===== src/rtl/core/hsm_pkg.sv =====
`timescale 1ns / 1ps
// ----------------------------------------------------------------------------
// hsm_pkg
// Shared types, op codes and widths for the heap and stack memory unit.
// ----------------------------------------------------------------------------
package hsm_pkg;

    // Default store size in bytes
    localparam int STORE_BYTES_DEF = 1024;

    // Field widths of the command and result words
    localparam int OP_W    = 4;
    localparam int AMT_W   = 16;
    localparam int WORD_W  = 32;
    localparam int BYTE_W  = 8;
    localparam int OFFS_W  = 11;
    localparam int ERR_W   = 3;
    localparam int DEPTH_W = 9;

    // Op codes
    localparam logic [OP_W-1:0] OP_ALLOC      = 4'd0;
    localparam logic [OP_W-1:0] OP_HEAP_RESET = 4'd1;
    localparam logic [OP_W-1:0] OP_PUSH       = 4'd2;
    localparam logic [OP_W-1:0] OP_POP        = 4'd3;
    localparam logic [OP_W-1:0] OP_STK_RESET  = 4'd4;
    localparam logic [OP_W-1:0] OP_DISCARD    = 4'd5;
    localparam logic [OP_W-1:0] OP_READ       = 4'd6;
    localparam logic [OP_W-1:0] OP_WRITE      = 4'd7;
    localparam logic [OP_W-1:0] OP_SET_DEPTH  = 4'd8;
    localparam logic [OP_W-1:0] OP_CHECK      = 4'd9;

    // Error flag bits
    localparam logic [ERR_W-1:0] ERR_NONE   = 3'b000;
    localparam logic [ERR_W-1:0] ERR_ACCESS = 3'b001;
    localparam logic [ERR_W-1:0] ERR_OVER   = 3'b010;
    localparam logic [ERR_W-1:0] ERR_UNDER  = 3'b100;

    // Store work an op needs after it is taken
    typedef enum logic [1:0] {
        KIND_NONE  = 2'd0,
        KIND_FILL  = 2'd1,
        KIND_WRITE = 2'd2,
        KIND_READ  = 2'd3
    } kind_t;

    // Controller states
    typedef enum logic [4:0] {
        ST_IDLE   = 5'b00001,
        ST_FILL   = 5'b00010,
        ST_WRITE  = 5'b00100,
        ST_READ   = 5'b01000,
        ST_FINISH = 5'b10000
    } state_t;

    // Controller to datapath
    typedef struct packed {
        logic accept;
        logic step;
        logic finish;
    } hsm_cmd_t;

    // Datapath to controller
    typedef struct packed {
        kind_t kind;
        logic  last;
    } hsm_status_t;

endpackage


===== src/rtl/core/hsm_ctrl.sv =====
`timescale 1ns / 1ps
// ----------------------------------------------------------------------------
// hsm_ctrl
// Sequencer: takes a command word, runs the byte steps of the store, and
// closes each op with one finish cycle that loads the result word.
// ----------------------------------------------------------------------------
module hsm_ctrl
    import hsm_pkg::*;
(
    input  logic        clk,
    input  logic        rst_n,
    input  logic        start,
    output logic        busy,
    input  hsm_status_t status,
    output hsm_cmd_t    cmd
);

    state_t state_reg;
    state_t state_next;

    // Next state and commands
    always_comb
    begin
        state_next = state_reg;
        cmd        = '0;
        case (state_reg)
            ST_IDLE:
            begin
                if (start)
                begin
                    cmd.accept = 1'b1;
                    case (status.kind)
                        KIND_FILL:  state_next = ST_FILL;
                        KIND_WRITE: state_next = ST_WRITE;
                        KIND_READ:  state_next = ST_READ;
                        default:    state_next = ST_FINISH;
                    endcase
                end
            end
            ST_FILL, ST_WRITE, ST_READ:
            begin
                cmd.step = 1'b1;
                if (status.last)
                begin
                    state_next = ST_FINISH;
                end
            end
            ST_FINISH:
            begin
                cmd.finish = 1'b1;
                state_next = ST_IDLE;
            end
            default:
            begin
                state_next = ST_IDLE;
            end
        endcase
    end

    // Hold state
    always_ff @(posedge clk or negedge rst_n)
    begin
        if (!rst_n)
        begin
            state_reg <= ST_IDLE;
        end
        else
        begin
            state_reg <= state_next;
        end
    end

    assign busy = (state_reg != ST_IDLE);

endmodule


===== config.mk =====
export PLATFORM = sky130hd
export DESIGN_NAME = hsm_ctrl
export DESIGN_NICKNAME = d
export VERILOG_FILES = /design/src/rtl/core/hsm_pkg.sv /design/src/rtl/core/hsm_ctrl.sv
export SDC_FILE = /design/constraint.sdc
export NUM_CORES = 1
export LEC_CHECK = 0
export BUFFER_PORTS_ARGS = -buffer_cell sky130_fd_sc_hd__clkbuf_2
export CAP_MARGIN = 40
export CORE_AREA = 2 2 39 41
export CTS_BUF_LIST = sky130_fd_sc_hd__clkbuf_2
export DETAILED_ROUTE_END_ITERATION = 16
export DIE_AREA = 0 0 41 43
export GPL_ROUTABILITY_DRIVEN = 0
export PLACE_DENSITY = 0.51
export SLEW_MARGIN = 15
export SYNTH_ARGS = -nofsm -noshare
export SYNTH_HDL_FRONTEND = slang
export SYNTH_SLANG_ARGS = --single-unit

===== constraint.sdc =====
create_clock -name clk -period 1.3 [get_ports clk]
set_input_delay 0.13 -clock clk [delete_from_list [all_inputs] [get_ports clk]]
set_output_delay 0.13 -clock clk [all_outputs]
set_load 0.01 [all_outputs]

==> out/qor.txt <==
largest net degree at the start of global routing: 7
first-pass GRT wire length: 1260 microns
actual slew at the worst max-slew pin: 233 ps
Synth warnings: 0
Root Driver: clkbuf_2
clock sinks: 5
Setup Skew: 0.574 ps
VDD IR max: 0.000716 V
status: finished, violations left
CP Capture Type: output port
drt first pass iters: 2
Synth area leaders: dfrtp_1, o32ai_2, dfstp_2
worst-path maximum fanout: 4
CP Class: flop to output port
CTS tree: done
leading cell types in the layout, fill and taps excluded: clkbuf_2, buf_4, nor2_1, inv_1, dfrtp_2
fin cells: 69
max-cap viol count: 0
ANT cells: 0
violations in the final reports: setup timing
sequential area share after synthesis: 41.2%
Final Max Tran Viols: 0
synthesized cell area: 307 sq um
# port buffers: 9
Setup WS post-layout: -63.9 ps
endpoints failing hold: 0
Cell Count Post-Placement: 59
gr usage total: 11.5%
drt wl/cell: 11.6 microns
GR Overflow Total: 0
Final min period: 1360 ps
Post-Route WL: 801 microns
Arr. time, crit path: 1230 ps
Slew HR: 84.4%
Required @ worst endpoint: 1170 ps
Via Count: 311
antenna violations before repair: 0
CTS HTree Levels: 1
commonest non-fill, non-tap cell in the layout: clkbuf_2
period utilization: 105%
fin nets: 60
Mapped Cells: 32
DR vias/cell: 4.51
Mapped Nets: 38
Detail Placement HPWL: 565 microns
max reg flops: 5
Starting Density: 22.2%
vias in the first global route: 318
final setup fails: 4
# rows: 14
die area: 1760 sq um
Chip Width: 41 microns
Die Ht: 43 microns
final core utilization: 36.1%
CTS Buffer Depth: 2
Pleak: 0.235 nW
CORE AREA: 1380 sq um
TritonCTS Buffers: 3
post-route ant nets: 0
Max Freq: 733 MHz
Fillers: 144
area delta synth->final: 62.9%
I/O pins: 10
fraction of layout instances using a drive strength above 1: 64.2%
area leader, netlist: dfrtp_1
drt drc: 0
Initial DRC Count: 5
Synth top area share: 32.7%
PwrDens: 1790 nW/um^2
Mean Syn Cell Area: 9.58 sq um
worst min-delay path class: input port to flop
type of element launching the critical path: flop
Clk Latency, worst-skew pair: 210 ps
RSZ-0062 raised after global routing: true
Netlist cell types: 19
clock slew at reported path FFs: 50 ps
number of synthesized register bits: 5
## final cells by class
class	instances	area, sq um	share of cell area [%]
multi-input combinational	23	200	40.1
sequential	5	130	26.1
inverter	4	15.0	3.01
tap	16	20.0	4.01
timing repair buffer	17	114	22.8
clock buffer	4	20.0	4.01
## worst max-delay path, stage by stage (launching register included)
cell and delay, ps:
dfrtp_2 460, xor2_2 200, o211ai_2 190, inv_1 60
clkbuf_2 120
## cells by family (layout without fill, tap and decap cells)
kind of cell / Yosys count / in the layout / synth area share, %
DFF: 5 / 5 / 41.2
buffers and inverters: 4 / 25 / 4.90
and+or+nand+nor: 15 / 15 / 27.8
xor gates and xnor gates: 1 / 1 / 2.86
AOI/OAI and AO/OA: 7 / 7 / 23.3
## routing by layer
metal | global-route usage, % | routed length, microns | vias up
li1 | - | - | 159
met1 | 12.7 | 350 | 145
met2 | 16.9 | 426 | 7
met3 | 6.28 | 23 | 0
met4 | 6.00 | 0 | 0
met5 | 0 | 0 | -
## stage by stage
| step | TNS (ps) | power (W) | hold WS [ps] | cell area [sq um] | setup slack (ps) |
|---|---|---|---|---|---|
| 2_1_floorplan | 0 | 0.000432 | -166 | 307 | 119 |
| 3_5_place_dp | 0 | 0.000554 | -49.4 | 387 | 24.3 |
| 5_1_grt | -571 | 0.000951 | 137 | 499 | -139 |
| 4_1_cts | -284 | 0.000844 | 117 | 478 | -102 |
| 3_3_place_gp | 0 | 0.000555 | -47.4 | 387 | 19.5 |
| 6_report | -147 | 0.000892 | 145 | 499 | -63.9 |
## final timing paths
path,start,end,slack (ps),depth (start not counted)
worst max register to register,state_reg[2]$_DFFE_PN0P_,state_reg[3]$_DFFE_PN0P_,10,5
worst max-delay path,state_reg[2]$_DFFE_PN0P_,cmd[1],-60,4
min in group asynchronous,rst_n,state_reg[3]$_DFFE_PN0P_,260,2
worst min register to register,state_reg[3]$_DFFE_PN0P_,state_reg[3]$_DFFE_PN0P_,640,2
max in group asynchronous,rst_n,state_reg[0]$_DFFE_PN1P_,820,2
worst min-delay path,status[2],state_reg[1]$_DFFE_PN0P_,140,2
## Yosys cell counts (all sizes together)
master / number
o21ai: 2
inv: 4
nor3b: 1
o32ai: 2
o211ai: 2
nor2b: 1
dfrtp: 4
nor4: 1
nor2: 3
a2bb2oi: 1
nand3: 3
dfstp: 1
nand2: 1
nor3: 1
xor2: 1
nand2b: 2
nand4: 1
and2: 1
## power by group
group	total, W	internal [W]	switching [W]
Clock	0.000143	0.0000814	0.0000619
Combinational	0.000497	0.000279	0.000218
Sequential	0.000252	0.000204	0.0000477
Total	0.000892	0.000565	0.000327
## what timing repair did
action	in CTS	in global routing
pin swaps	4	2
hold buffers	1	0
cloned	0	0
resized for setup	10	6
endpoints found under the hold margin	5	0
endpoints found under the setup margin	4	7
setup buffers	4	1
(Power assumes the default switching activity.)
